==> config.mk <==
export PLATFORM = sky130hd
export DESIGN_NAME = armor_plate_selector_core
export DESIGN_NICKNAME = d
export VERILOG_FILES = /design/src/sv/aps_pkg.sv /design/src/sv/aps_cordic.sv /design/src/sv/armor_plate_selector_core.sv
export SDC_FILE = /design/constraint.sdc
export NUM_CORES = 2
export LEC_CHECK = 0
export ABC_AREA = 1
export BUFFER_PORTS_ARGS = -buffer_cell sky130_fd_sc_hd__buf_4
export CELL_PAD_IN_SITES_DETAIL_PLACEMENT = 1
export CELL_PAD_IN_SITES_GLOBAL_PLACEMENT = 1
export CORE_ASPECT_RATIO = 1.4
export CORE_MARGIN = 4
export CORE_UTILIZATION = 23
export CTS_BUF_LIST = sky130_fd_sc_hd__clkbuf_4
export CTS_CLUSTER_SIZE = 8
export DETAILED_ROUTE_END_ITERATION = 7
export PLACE_DENSITY_LB_ADDON = 0.3
export SYNTH_ARGS = -nofsm -noshare
export SYNTH_HDL_FRONTEND = slang
export SYNTH_HIERARCHICAL = 1
export SYNTH_SLANG_ARGS = --single-unit
export TNS_END_PERCENT = 30
==> constraint.sdc <==
create_clock -name clk -period 20.4 [get_ports clk]
set_input_delay 1.02 -clock clk [delete_from_list [all_inputs] [get_ports clk]]
set_output_delay 1.02 -clock clk [all_outputs]
set_load 0.02 [all_outputs]
==> src/sv/aps_pkg.sv <==
`timescale 1ns / 1ps
package aps_pkg;

  localparam int XW = 51;   // cordic datapath width
  localparam int ZW = 34;   // cordic angle width, turn fraction
  localparam logic signed [XW-1:0] UNIT_GAIN = XW'(652032874);

  localparam logic [1:0] REG_COMING  = 2'd0;
  localparam logic [1:0] REG_LEAVING = 2'd1;
  localparam logic [1:0] REG_FAST    = 2'd2;

  function automatic logic [31:0] atan_turn(input logic [4:0] i);
    logic [31:0] a;
    case (i)
      5'd0:  a = 32'h20000000;
      5'd1:  a = 32'h12E4051E;
      5'd2:  a = 32'h09FB385B;
      5'd3:  a = 32'h051111D4;
      5'd4:  a = 32'h028B0D43;
      5'd5:  a = 32'h0145D7E1;
      5'd6:  a = 32'h00A2F61E;
      5'd7:  a = 32'h00517C55;
      5'd8:  a = 32'h0028BE53;
      5'd9:  a = 32'h00145F2F;
      5'd10: a = 32'h000A2F98;
      5'd11: a = 32'h000517CC;
      5'd12: a = 32'h00028BE6;
      5'd13: a = 32'h000145F3;
      5'd14: a = 32'h0000A2F9;
      5'd15: a = 32'h0000517D;
      5'd16: a = 32'h000028BE;
      5'd17: a = 32'h0000145F;
      5'd18: a = 32'h00000A30;
      5'd19: a = 32'h00000518;
      5'd20: a = 32'h0000028C;
      5'd21: a = 32'h00000146;
      5'd22: a = 32'h000000A3;
      5'd23: a = 32'h00000051;
      default: a = 32'h0;
    endcase
    return a;
  endfunction

  function automatic logic signed [31:0] sat32(input logic signed [36:0] v);
    logic signed [31:0] r;
    if (v > 37'sh007FFFFFFF) r = 32'sh7FFFFFFF;
    else if (v < -37'sh0080000000) r = 32'sh80000000;
    else r = v[31:0];
    return r;
  endfunction

endpackage

==> src/sv/aps_cordic.sv <==
`timescale 1ns / 1ps
module aps_cordic #(
  parameter int STEPS = 16
) (
  input  logic                          clk,
  input  logic                          rst,
  input  logic                          start,
  input  logic                          vec_mode,
  input  logic signed [aps_pkg::XW-1:0] x0,
  input  logic signed [aps_pkg::XW-1:0] y0,
  input  logic signed [aps_pkg::ZW-1:0] z0,
  output logic                          done,
  output logic signed [aps_pkg::XW-1:0] x,
  output logic signed [aps_pkg::XW-1:0] y,
  output logic signed [aps_pkg::ZW-1:0] z
);
  import aps_pkg::*;

  localparam int CW = $clog2(STEPS);

  logic          run;
  logic          vec;
  logic [CW-1:0] cnt;
  logic          up;
  logic signed [XW-1:0] dx, dy;
  logic signed [ZW-1:0] da;

  // one micro-rotation per cycle
  assign dx = y >>> cnt;
  assign dy = x >>> cnt;
  assign da = ZW'(atan_turn(5'(cnt)));
  assign up = vec ? !(y > 0) : (z >= 0);

  always_ff @(posedge clk) begin
    if (rst) begin
      run  <= 1'b0;
      done <= 1'b0;
      cnt  <= '0;
    end else begin
      done <= 1'b0;
      if (start) begin
        run <= 1'b1;
        cnt <= '0;
      end else if (run) begin
        cnt <= cnt + 1'b1;
        if (cnt == CW'(STEPS - 1)) begin
          run  <= 1'b0;
          done <= 1'b1;
        end
      end
    end
  end

  always_ff @(posedge clk) begin
    if (start) begin
      x   <= x0;
      y   <= y0;
      z   <= z0;
      vec <= vec_mode;
    end else if (run) begin
      if (up) begin
        x <= x - dx;
        y <= y + dy;
        z <= z - da;
      end else begin
        x <= x + dx;
        y <= y - dy;
        z <= z + da;
      end
    end
  end

  a_done_after_run: assert property (@(posedge clk) disable iff (rst)
    done |-> $past(run)) else $error("cordic done without a run");
  a_no_restart: assert property (@(posedge clk) disable iff (rst)
    run |-> !start) else $error("cordic restarted while running");
  a_done_ends_run: assert property (@(posedge clk) disable iff (rst)
    done |-> !run) else $error("cordic still running after done");

endmodule

==> src/sv/armor_plate_selector_core.sv <==
`timescale 1ns / 1ps
// Picks at most one armor plate of a spinning target. One input beat describes the
// target; four plates are built at quarter turns, each plate needs one rotation
// cordic pass (cos/sin of its yaw), a pass on a shared 17x32 multiplier for
// the two rounded and saturated radius products and one vectoring cordic pass
// for the bearing. A single cordic unit does all the passes, at most eight per
// beat; in_stall stays high from an accepted beat until its item has left
// selection. A plate sitting at the origin skips its vectoring pass. The result
// sits in an output register, so the next item may be taken while the result
// beat still waits on out_stall; a finished item only waits in selection while
// the earlier result is still held. Configuration writes are always taken.
module armor_plate_selector_core #(
  parameter int CORDIC_STEPS = 16
) (
  input  logic               clk,
  input  logic               rst,
  input  logic               cfg_valid,
  output logic               cfg_ready,
  input  logic [1:0]         cfg_index,
  input  logic [14:0]        cfg_data,
  input  logic               in_valid,
  output logic               in_stall,
  input  logic signed [31:0] center_x,
  input  logic signed [31:0] center_y,
  input  logic signed [31:0] center_z,
  input  logic signed [15:0] body_yaw,
  input  logic signed [15:0] spin_rate,
  input  logic [30:0]        radius,
  input  logic signed [31:0] radius_offset,
  input  logic signed [31:0] height_offset,
  input  logic               clear_lock,
  input  logic               commit_lock,
  output logic               out_valid,
  input  logic               out_stall,
  output logic               found,
  output logic [1:0]         plate_index,
  output logic signed [31:0] aim_x,
  output logic signed [31:0] aim_y,
  output logic signed [31:0] aim_z,
  output logic signed [15:0] phase_error,
  output logic signed [15:0] plate_yaw
);
  import aps_pkg::*;

  localparam logic [2:0] S_IDLE     = 3'd0;
  localparam logic [2:0] S_ROT_GO   = 3'd1;
  localparam logic [2:0] S_ROT_WAIT = 3'd2;
  localparam logic [2:0] S_MUL      = 3'd3;
  localparam logic [2:0] S_BRG_GO   = 3'd4;
  localparam logic [2:0] S_BRG_WAIT = 3'd5;
  localparam logic [2:0] S_SEL      = 3'd6;

  logic [2:0] state;
  logic [1:0] k;        // plate under work
  logic [2:0] mcnt;     // multiplier phase

  // configuration registers
  logic [14:0] coming_window, leaving_window, fast_spin_limit;
  logic        held_valid;
  logic [1:0]  held_index;

  // latched item
  logic signed [31:0] cx, cy, cz, roff, hoff;
  logic [15:0]        yaw;
  logic signed [15:0] spin;
  logic [30:0]        rad;
  logic               commit;

  // per-plate results
  logic signed [31:0] px_a [4];
  logic signed [31:0] py_a [4];
  logic signed [31:0] pz_a [4];
  logic signed [15:0] pe_a [4];
  logic [15:0]        inw_a [4];
  logic signed [31:0] pxc, pyc;

  // multiplier operands, sign-magnitude
  logic [32:0] rmag;
  logic        rneg;
  logic [31:0] bmag;
  logic        bneg;
  logic [64:0] acc;
  logic signed [XW-1:0] sv;
  logic [16:0] mul_a;
  logic [48:0] mul_p;
  logic        out_load;

  // cordic hookup
  logic                 cor_start, cor_vec, cor_done;
  logic signed [XW-1:0] cor_x0, cor_y0, cor_x, cor_y;
  logic signed [ZW-1:0] cor_z0, cor_z;

  logic               odd;
  logic [15:0]        inward;
  logic signed [33:0] rsig;
  logic signed [31:0] zpre;
  logic signed [32:0] bx, by;
  logic signed [XW-1:0] bx_s, by_s;
  logic               at_origin;
  logic [64:0]        rsum;
  logic signed [35:0] term;
  logic signed [36:0] coord;
  logic signed [31:0] xabs_src;
  logic [15:0]        brg;

  assign cfg_ready = 1'b1;
  assign in_stall  = (state != S_IDLE);

  assign odd    = k[0];
  assign inward = yaw + {k, 14'b0};
  assign rsig   = odd ? (34'(rad) + 34'(roff)) : 34'(rad);
  assign zpre   = {inward, 16'b0};

  // bearing is taken on the negated plate position
  assign bx        = -33'(pxc);
  assign by        = -33'(pyc);
  assign at_origin = (pxc == 32'sd0) && (pyc == 32'sd0);
  assign bx_s      = XW'(bx) <<< 16;
  assign by_s      = XW'(by) <<< 16;

  always_comb begin
    cor_vec = (state == S_BRG_GO);
    if (state == S_ROT_GO) begin
      cor_y0 = '0;
      if (zpre > 32'sh40000000 || zpre < -32'sh40000000) begin
        cor_x0 = -UNIT_GAIN;
        cor_z0 = ZW'($signed({~zpre[31], zpre[30:0]}));
      end else begin
        cor_x0 = UNIT_GAIN;
        cor_z0 = ZW'(zpre);
      end
    end else if (bx < 0) begin
      cor_x0 = -bx_s;
      cor_y0 = -by_s;
      cor_z0 = ZW'(34'sh080000000);
    end else begin
      cor_x0 = bx_s;
      cor_y0 = by_s;
      cor_z0 = '0;
    end
  end

  assign cor_start = (state == S_ROT_GO) || (state == S_BRG_GO && !at_origin);

  aps_cordic #(.STEPS(CORDIC_STEPS)) u_cordic (
    .clk      (clk),
    .rst      (rst),
    .start    (cor_start),
    .vec_mode (cor_vec),
    .x0       (cor_x0),
    .y0       (cor_y0),
    .z0       (cor_z0),
    .done     (cor_done),
    .x        (cor_x),
    .y        (cor_y),
    .z        (cor_z)
  );

  // shared 17x32 multiplier, low half of the radius first, then the high half
  assign mul_a = (mcnt == 3'd0 || mcnt == 3'd3) ? {1'b0, rmag[15:0]} : rmag[32:16];
  assign mul_p = 49'(mul_a) * 49'(bmag);

  // rounding of the radius product, half away from zero
  assign rsum  = acc + 65'(1 << 29);
  assign term  = (rneg ^ bneg) ? -36'($unsigned(rsum[64:30])) : 36'($unsigned(rsum[64:30]));
  assign coord = ((mcnt == 3'd2) ? 37'(cx) : 37'(cy)) - 37'(term);
  assign xabs_src = sv[XW-1] ? 32'(-sv) : 32'(sv);
  assign brg   = 16'((cor_z[31:0] + 32'h8000) >> 16);

  // result register is loaded once selection is done and the old beat has gone
  assign out_load = (state == S_SEL) && (!out_valid || !out_stall);

  // selection
  logic [16:0] pabs [4];
  logic [16:0] spin_abs;
  logic        fast, held_ok, sel_found;
  logic [1:0]  sel_best;
  logic [16:0] best_abs;
  logic        pass;

  always_comb begin
    for (int i = 0; i < 4; i++) begin
      pabs[i] = pe_a[i][15] ? -17'(pe_a[i]) : 17'(pe_a[i]);
    end
    spin_abs = spin[15] ? -17'(spin) : 17'(spin);
    fast     = spin_abs > 17'(fast_spin_limit);
    held_ok  = !fast && held_valid && (pabs[held_index] <= 17'(coming_window));
    sel_found = held_ok;
    sel_best  = held_index;
    best_abs  = '0;
    pass      = 1'b0;
    if (!held_ok) begin
      sel_best = 2'd0;
      for (int i = 0; i < 4; i++) begin
        pass = !fast ||
               ((pabs[i] <= 17'(coming_window)) &&
                !(spin > 0 && 17'(pe_a[i]) > $signed(17'(leaving_window))) &&
                !(spin < 0 && 17'(pe_a[i]) < -$signed(17'(leaving_window))));
        if (pass && (!sel_found || pabs[i] < best_abs)) begin
          sel_found = 1'b1;
          sel_best  = 2'(i);
          best_abs  = pabs[i];
        end
      end
    end
  end

  // control
  always_ff @(posedge clk) begin
    if (rst) begin
      state           <= S_IDLE;
      k               <= '0;
      mcnt            <= '0;
      coming_window   <= 15'd4096;
      leaving_window  <= 15'd2048;
      fast_spin_limit <= 15'd512;
      held_valid      <= 1'b0;
      held_index      <= '0;
      out_valid       <= 1'b0;
    end else begin
      if (cfg_valid && cfg_ready) begin
        case (cfg_index)
          REG_COMING:  coming_window   <= cfg_data;
          REG_LEAVING: leaving_window  <= cfg_data;
          REG_FAST:    fast_spin_limit <= cfg_data;
          default: ;
        endcase
      end
      if (out_load) out_valid <= 1'b1;
      else if (!out_stall) out_valid <= 1'b0;
      case (state)
        S_IDLE: begin
          if (in_valid) begin
            if (clear_lock) held_valid <= 1'b0;
            k     <= '0;
            state <= S_ROT_GO;
          end
        end
        S_ROT_GO:   state <= S_ROT_WAIT;
        S_ROT_WAIT: begin
          if (cor_done) begin
            mcnt  <= '0;
            state <= S_MUL;
          end
        end
        S_MUL: begin
          mcnt <= mcnt + 1'b1;
          if (mcnt == 3'd5) state <= S_BRG_GO;
        end
        S_BRG_GO: begin
          if (at_origin) begin
            k     <= k + 1'b1;
            state <= (k == 2'd3) ? S_SEL : S_ROT_GO;
          end else begin
            state <= S_BRG_WAIT;
          end
        end
        S_BRG_WAIT: begin
          if (cor_done) begin
            k     <= k + 1'b1;
            state <= (k == 2'd3) ? S_SEL : S_ROT_GO;
          end
        end
        S_SEL: begin
          if (out_load) begin
            if (sel_found && commit) begin
              held_valid <= 1'b1;
              held_index <= sel_best;
            end
            state <= S_IDLE;
          end
        end
        default: state <= S_IDLE;
      endcase
    end
  end

  // datapath
  always_ff @(posedge clk) begin
    if (state == S_IDLE && in_valid) begin
      cx     <= center_x;
      cy     <= center_y;
      cz     <= center_z;
      yaw    <= body_yaw;
      spin   <= spin_rate;
      rad    <= radius;
      roff   <= radius_offset;
      hoff   <= height_offset;
      commit <= commit_lock;
    end
    if (state == S_ROT_GO) begin
      inw_a[k] <= inward;
      rneg     <= rsig[33];
      rmag     <= rsig[33] ? 33'(-rsig) : 33'(rsig);
    end
    if (state == S_ROT_WAIT && cor_done) begin
      sv   <= cor_y;
      bneg <= cor_x[XW-1];
      bmag <= cor_x[XW-1] ? 32'(-cor_x) : 32'(cor_x);
    end
    if (state == S_MUL) begin
      case (mcnt)
        3'd0, 3'd3: acc <= 65'(mul_p);
        3'd1, 3'd4: acc <= acc + {mul_p, 16'b0};
        3'd2: begin
          pxc      <= sat32(coord);
          px_a[k]  <= sat32(coord);
          bneg     <= sv[XW-1];
          bmag     <= xabs_src;
        end
        3'd5: begin
          pyc     <= sat32(coord);
          py_a[k] <= sat32(coord);
          pz_a[k] <= odd ? sat32(37'(cz) + 37'(hoff)) : cz;
        end
        default: ;
      endcase
    end
    if (state == S_BRG_GO && at_origin) pe_a[k] <= inw_a[k] + 16'h8000;
    if (state == S_BRG_WAIT && cor_done) pe_a[k] <= inw_a[k] + 16'h8000 - brg;
    if (out_load) begin
      found <= sel_found;
      if (sel_found) begin
        plate_index <= sel_best;
        aim_x       <= px_a[sel_best];
        aim_y       <= py_a[sel_best];
        aim_z       <= pz_a[sel_best];
        phase_error <= pe_a[sel_best];
        plate_yaw   <= inw_a[sel_best];
      end else begin
        plate_index <= '0;
        aim_x       <= '0;
        aim_y       <= '0;
        aim_z       <= '0;
        phase_error <= '0;
        plate_yaw   <= '0;
      end
    end
  end

  a_result_from_sel: assert property (@(posedge clk) disable iff (rst)
    $rose(out_valid) |-> $past(state) == S_SEL)
    else $error("result beat raised outside selection");
  a_empty_result: assert property (@(posedge clk) disable iff (rst)
    (out_valid && !found) |-> (plate_index == 2'd0 && aim_x == 32'sd0 &&
                               phase_error == 16'sd0))
    else $error("empty result carries data");
  a_commit_held: assert property (@(posedge clk) disable iff (rst)
    ($past(state) == S_SEL && state == S_IDLE && $past(commit) && found)
      |-> (held_valid && held_index == plate_index))
    else $error("committed plate not held");

endmodule
# Word level (Yosys, flattened, before mapping)

Memory sizes are Yosys's and may differ from the RTL's. A register that Yosys moved wholly into a read port is not among the register bits.
Cells that the tools add are included.

Output and inout port bits: 134
Register bits after elaboration: 674
Memory bits (writable): 512
Memories kept: 6
Bits of input ports: 247
ROM bits: 480
Logic and storage cells: 336

Memory list:

| memory          | words | bits a word | rd ports | clocked after memory_dff | wr ports | RTL line                        | RTL |
|---|---|---|---|---|---|---|---|
| (no name shown) | 16    | 30          | 1        | 1                        | 0        | aps_pkg.sv:14                   | `case (i)` |
| px_a            | 4     | 32          | 1        | 1                        | 1        | armor_plate_selector_core.sv:70 | `logic signed [31:0] px_a [4];` |
| py_a            | 4     | 32          | 1        | 1                        | 1        | armor_plate_selector_core.sv:71 | `logic signed [31:0] py_a [4];` |
| pz_a            | 4     | 32          | 1        | 1                        | 1        | armor_plate_selector_core.sv:72 | `logic signed [31:0] pz_a [4];` |
| inw_a           | 4     | 16          | 2        | 2                        | 1        | armor_plate_selector_core.sv:74 | `logic [15:0] inw_a [4];` |
| pe_a            | 4     | 16          | 5        | 1                        | 1        | armor_plate_selector_core.sv:73 | `logic signed [15:0] pe_a [4];` |

Magnitude comparators: 30
$mul: 1
Muxes and demuxes: 111
Bitwise gates (word level): 5
$add $sub $neg: 32
Equal/unequal tests: 24
Reduce and logical (&&, ||, !) cells: 90
Shift-type cells: 2

Operator list:

| kind                                                                    | count |
|---|---|
| 51-bit two-way mux                                                      | 11 |
| 32-bit two-way mux                                                      | 17 |
| 17-bit two-way mux                                                      | 14 |
| 34-bit two-way mux                                                      | 6 |
| 65-bit case mux with 2 select lines                                     | 1 |
| 51-bit adder                                                            | 2 |
| 49-bit negator with 51-bit output                                       | 2 |
| 51-bit by 4-bit >>> shifter with 51-bit output                          | 2 |
| 51-bit subtractor                                                       | 2 |
| 17-bit by 15-bit less-or-equal comparator with 1-bit output             | 5 |
| 16-bit negator with 17-bit output                                       | 5 |
| 16-bit by 17-bit < comparator with 1-bit output                         | 4 |
| 32-bit by 32-bit adder with 33-bit output                               | 2 |
| 32-bit negator with 33-bit output                                       | 2 |
| 65-bit by 30-bit adder with 65-bit output (second input constant)       | 1 |
| 65-bit adder                                                            | 1 |
| 16-bit > comparator                                                     | 4 |
| 32-bit logical NOT                                                      | 2 |
| 32-bit negator                                                          | 2 |
| 51-bit by 1-bit > comparator with 1-bit output (second input constant)  | 1 |
| 17-bit < comparator                                                     | 3 |
| 17-bit by 32-bit multiplier with 49-bit output                          | 1 |
| 37-bit by 32-bit > comparator with 1-bit output (second input constant) | 1 |
| 37-bit by 32-bit < comparator with 1-bit output (second input constant) | 1 |
| 62 further kinds                                                        | 203 |

# Longest topological paths before layout

An unclocked memory read counts as a cell.

Depth after elaboration: 32
Depth in mapped cells: 72
Depth with buffers taken out: 67

# Hierarchy

Netlist, hierarchy kept.

By module, submodules not included:

| module                    | times used | area an instance (µm²) | seq. area each (µm²) | cells an instance |
|---|---|---|---|---|
| armor_plate_selector_core | 1          | 83990.6                | 33281.9              | 9497 |
| aps_cordic                | 1          | 24420.9                | 4834.6               | 4015 |

# Least setup slack after synthesis

OpenSTA, ideal clock, no wires.

Path type: input to register
Start point: input port in_valid
End point: register commit, enable pin
Path buffers: 0
Arrival: 10.256 ns
Stages on the path: 2
Data required time: 19.587 ns
Setup time: 0.813 ns
Path slack: 9.331 ns
Cell sequence: inv_1 nor2_1

Longest elaborated chain between the ends: 1

RTL lines:

| element              | RTL line                         | RTL |
|---|---|---|
| from (decl)          | armor_plate_selector_core.sv:21  | `input logic in_valid,` |
| 1-bit logical AND    | armor_plate_selector_core.sv:280 | `if (state == S_IDLE && in_valid) begin` |
| to (signal assigned) | armor_plate_selector_core.sv:289 | `commit <= commit_lock;` |
| to (decl)            | armor_plate_selector_core.sv:67  | `logic commit;` |

Every way passes these cells.
A chain may end at the register's enable or synchronous reset.

==> run_summary.xml <==
<?xml version="1.0" encoding="UTF-8"?>
<metrics>
  <group name="logic_synthesis">
    <metric name="synth_enable_flop_cells" unit="">1184</metric>
    <metric name="synth_largest_area_cell" unit="">edfxtp_1</metric>
    <metric name="syn_area_per_cell" unit="um^2">8.02</metric>
    <metric name="synth_cell_types" unit="">76</metric>
    <metric name="yosys_most_used_dff" unit="">edfxtp_1</metric>
    <metric name="synth.yosys.seq_area_share" unit="%">35.2</metric>
    <metric name="ys_top_cells_by_area" unit="">edfxtp_1 (33%), nand2_1 (10%), fa_1 (8.4%)</metric>
    <metric name="synth.yosys.warnings" unit="">6</metric>
    <metric name="netlist.area_leader.share" unit="%">32.8</metric>
    <metric name="post_synth_instance_area" unit="um^2">108000</metric>
    <metric name="ys_async_sr_fraction" unit="%">0</metric>
    <metric name="post_synth_inst_count" unit="">13500</metric>
    <metric name="synth_seq_cells" unit="">1312</metric>
  </group>
  <group name="critical_path">
    <metric name="crit_arrival" unit="ns">14.91</metric>
    <metric name="crit_fanout" unit="">117</metric>
    <metric name="crit_path_max_incr_delay" unit="ns">0.84</metric>
    <metric name="crit_path_top_delay_cell" unit="">buf_4</metric>
    <metric name="crit_required" unit="ns">21.44</metric>
    <metric name="critPathKind" unit="">flip-flop to flip-flop</metric>
    <metric name="critPathCaptureType" unit="">flip-flop</metric>
    <metric name="cp-start-kind" unit="">flip-flop</metric>
    <metric name="crit_path_frequent_cell" unit="">nand2_1</metric>
  </group>
  <group name="run">
    <metric name="max-cap-violations" unit="">0</metric>
  </group>
  <group name="global_route">
    <metric name="globalRoute.totalOverflow" unit="">0</metric>
    <metric name="antenna_violations_before_repair" unit="">51</metric>
    <metric name="first_pass_grt_wire_length" unit="mm">678</metric>
    <metric name="first_global_vias" unit="">104000</metric>
    <metric name="groute.usage.overall" unit="%">18.7</metric>
    <metric name="grt_max_degree" unit="">130</metric>
  </group>
  <group name="detailed_routing">
    <metric name="drt_pre_antenna_iters" unit="">7</metric>
    <metric name="finalWirelength" unit="mm">465</metric>
    <metric name="detailroute.via_count" unit="">98100</metric>
    <metric name="detail_route.wl_per_cell" unit="um">22.4</metric>
    <metric name="drt.antenna.violating_nets" unit="">0</metric>
    <metric name="post-route-drc-count" unit="">0</metric>
    <metric name="dr.first_iter.drc_count" unit="">4774</metric>
    <metric name="post_drt_via_cell_ratio" unit="">4.72</metric>
  </group>
  <group name="timing">
    <metric name="worst_slew_pin_slew" unit="ns">1.36</metric>
    <metric name="finalSetupViolations" unit="">0</metric>
    <metric name="slew_violations" unit="">0</metric>
    <metric name="relSlewSlack" unit="%">8.45</metric>
    <metric name="tns_setup" unit="ns">0</metric>
    <metric name="highest_clock_rate" unit="GHz">0.0721</metric>
    <metric name="post_route_fraction_of_the_period_consumed_by_the_critical_path" unit="%">68.0</metric>
    <metric name="worst_clock_skew" unit="ns">0.176</metric>
    <metric name="rsz_0062_raised_after_global_routing" unit="">false</metric>
    <metric name="layout_min_cycle_time" unit="ns">13.87</metric>
    <metric name="finalHoldViolCount" unit="">0</metric>
  </group>
  <group name="finish">
    <metric name="final_layout_size_suffix_gt1_share" unit="%">9.91</metric>
    <metric name="finalNetCount" unit="">15600</metric>
    <metric name="area_growth_syn_to_layout" unit="%">15.7</metric>
  </group>
  <group name="clock_network">
    <metric name="clkSinkCount" unit="">1312</metric>
    <metric name="cts_tree" unit="">done</metric>
    <metric name="clock_tree.buffer_depth" unit="">4</metric>
    <metric name="number_of_buffers_created_by_cts" unit="">360</metric>
    <metric name="cts.clk_slew.worst_paths" unit="ns">0.07</metric>
    <metric name="h-tree-depth" unit="">5</metric>
    <metric name="cts_root_buf" unit="">clkbuf_4</metric>
    <metric name="worst_skew_pair.late_latency" unit="ns">1.38</metric>
    <metric name="cts-resized-gates" unit="">0</metric>
    <metric name="postCtsSetupBuffers" unit="">0</metric>
  </group>
  <group name="placed_design">
    <metric name="post-dp-hpwl" unit="mm">357</metric>
    <metric name="place_congestion" unit="">0.902</metric>
    <metric name="portBuffers" unit="">379</metric>
  </group>
  <group name="min_path">
    <metric name="worst_hold_path_type" unit="">primary input to flip-flop</metric>
  </group>
  <group name="floorplan">
    <metric name="dieArea" unit="um^2">483000</metric>
    <metric name="die_w" unit="um">588</metric>
    <metric name="fp.coreArea" unit="um^2">470000</metric>
    <metric name="design.portCount" unit="">381</metric>
    <metric name="start_util" unit="%">23.1</metric>
    <metric name="fp.dieH" unit="um">820</metric>
    <metric name="core.rowCount" unit="">298</metric>
  </group>
  <group name="run_status">
    <metric name="run_status" unit="">completed</metric>
  </group>
</metrics>
==> metal layers <==
layer	GRT usage (%)	vias to the layer above	share of wire [%]	wire length, um
met5	0	-	0.038	178
met4	8.26	26	4.9	22800
met3	2.06	811	3.4	15800
met2	34.7	1941	52	240000
met1	21.4	48900	40	187000
li1	-	46400	-	-
==> state kept, by name, indices dropped and copies added, names as in the netlist, 33 cells and up, named ones only <==
signal / cells
px_a: 128
u_cordic/z: 34
pz_a: 128
acc: 49
rmag: 33
inw_a: 64
pe_a: 64
py_a: 128
u_cordic/y: 51
u_cordic/x: 51
sv: 33
==> placed cells by master (no fill, tap or decap), types with 21 or more instances in the layout <==
cell,n
nand3b_1,142
diode_2,24
ha_1,717
clkinv_2,23
buf_4,522
nor4_1,55
inv_2,34
a21o_1,41
inv_1,1793
nand2_2,68
fa_1,457
clkbuf_4,493
nand4_1,119
nor2_1,1023
o31ai_1,31
edfxtp_1,1184
conb_1,41
a21oi_1,887
clkinv_1,117
or2_2,111
o21a_1,28
nor2_2,28
o211ai_1,29
xor2_1,363
o21ai_0,644
xnor2_1,200
o21ai_1,49
nand2_1,3010
dlygate4sd3_1,249
nor3_1,162
nand3_1,1290
dfxtp_1,123
a211oi_1,21
a31oi_1,78
o21ai_2,23
nor2_4,24
o21bai_1,46
==> cell usage after synthesis (all sizes together) (60+ instances only) <==
| cell | number |
|---|---|
| fa | 457 |
| xnor2 | 200 |
| nand4 | 119 |
| nand3b | 143 |
| a21oi | 894 |
| inv | 1827 |
| nor2 | 1075 |
| nand3 | 1308 |
| nand2 | 3087 |
| nor4 | 60 |
| edfxtp | 1184 |
| buf | 215 |
| ha | 717 |
| o21ai | 721 |
| nor3 | 187 |
| xor2 | 365 |
| a31oi | 78 |
| clkbuf | 285 |
| or2 | 116 |
| dfxtp | 128 |
==> cells by family after synthesis <==
kind of cell,Yosys count,share of synthesized area [%]
buffers and inverters,2336,8.53
adders and majority gates,1174,16.7
xor gates and xnor gates,565,4.58
muxes,1,0.00923
DFF,1312,35.2
AOI/OAI and AO/OA,2000,10.2
and+or+nand+nor,6122,24.8
other,2,0.00693
==> repair_timing <==
| item | in CTS | in global routing |
|---|---|---|
| hold buffers | 249 | 0 |
| hold endpoints to repair | 265 | 0 |
| setup endpoints to repair | 0 | 0 |
==> worst max-delay path, delay by kind of cell (launching register included) <==
family,cells,cell delay [ns]
AO/OA/AOI/OAI,17,3.62
XOR/XNOR,1,0.38
adder cells (fa/ha/maj),5,1.33
buffers and inverters,7,2.26
flip-flops,1,0.45
AND/OR/NAND/NOR,33,5.33
==> layout make-up <==
type,instances,area [um^2]
multi-input combinational,9903,61400
tap,6300,7880
clock inverter,148,840
clock buffer,493,3700
sequential,1312,38100
inverter,1836,6900
timing repair buffer,775,6490
antenna,24,60.1
fill,56600,345000
==> stage by stage <==
step	utilization, %	hold WS [ns]	instance area [um^2]	setup WS, ns	std cells
after CTS	26.7	0.0447	125000	6.36	20800
after detailed placement	25.2	0.445	118000	6.38	19900
after floorplan	-	0.428	109000	9.33	13600
after global routing	26.7	0.179	125000	5.20	20800
final	26.7	0.220	125000	6.53	20800
after global placement	25.2	0.440	118000	6.59	19900
==> final timing paths <==
check	cells after the start	slack, ns	end	start
worst max-delay path	63	6.53	plate_yaw[11]	pe_a[1][0]
worst min-delay path	6	0.22	held_valid	clear_lock
worst max register to register	63	6.53	plate_yaw[11]	pe_a[1][0]
worst min register to register	2	0.45	fast_spin_limit[0]	fast_spin_limit[0]
Power is left out: the tool's default activity adds up to more than one toggle a clock period on the data nets, which glitch-free logic cannot reach.
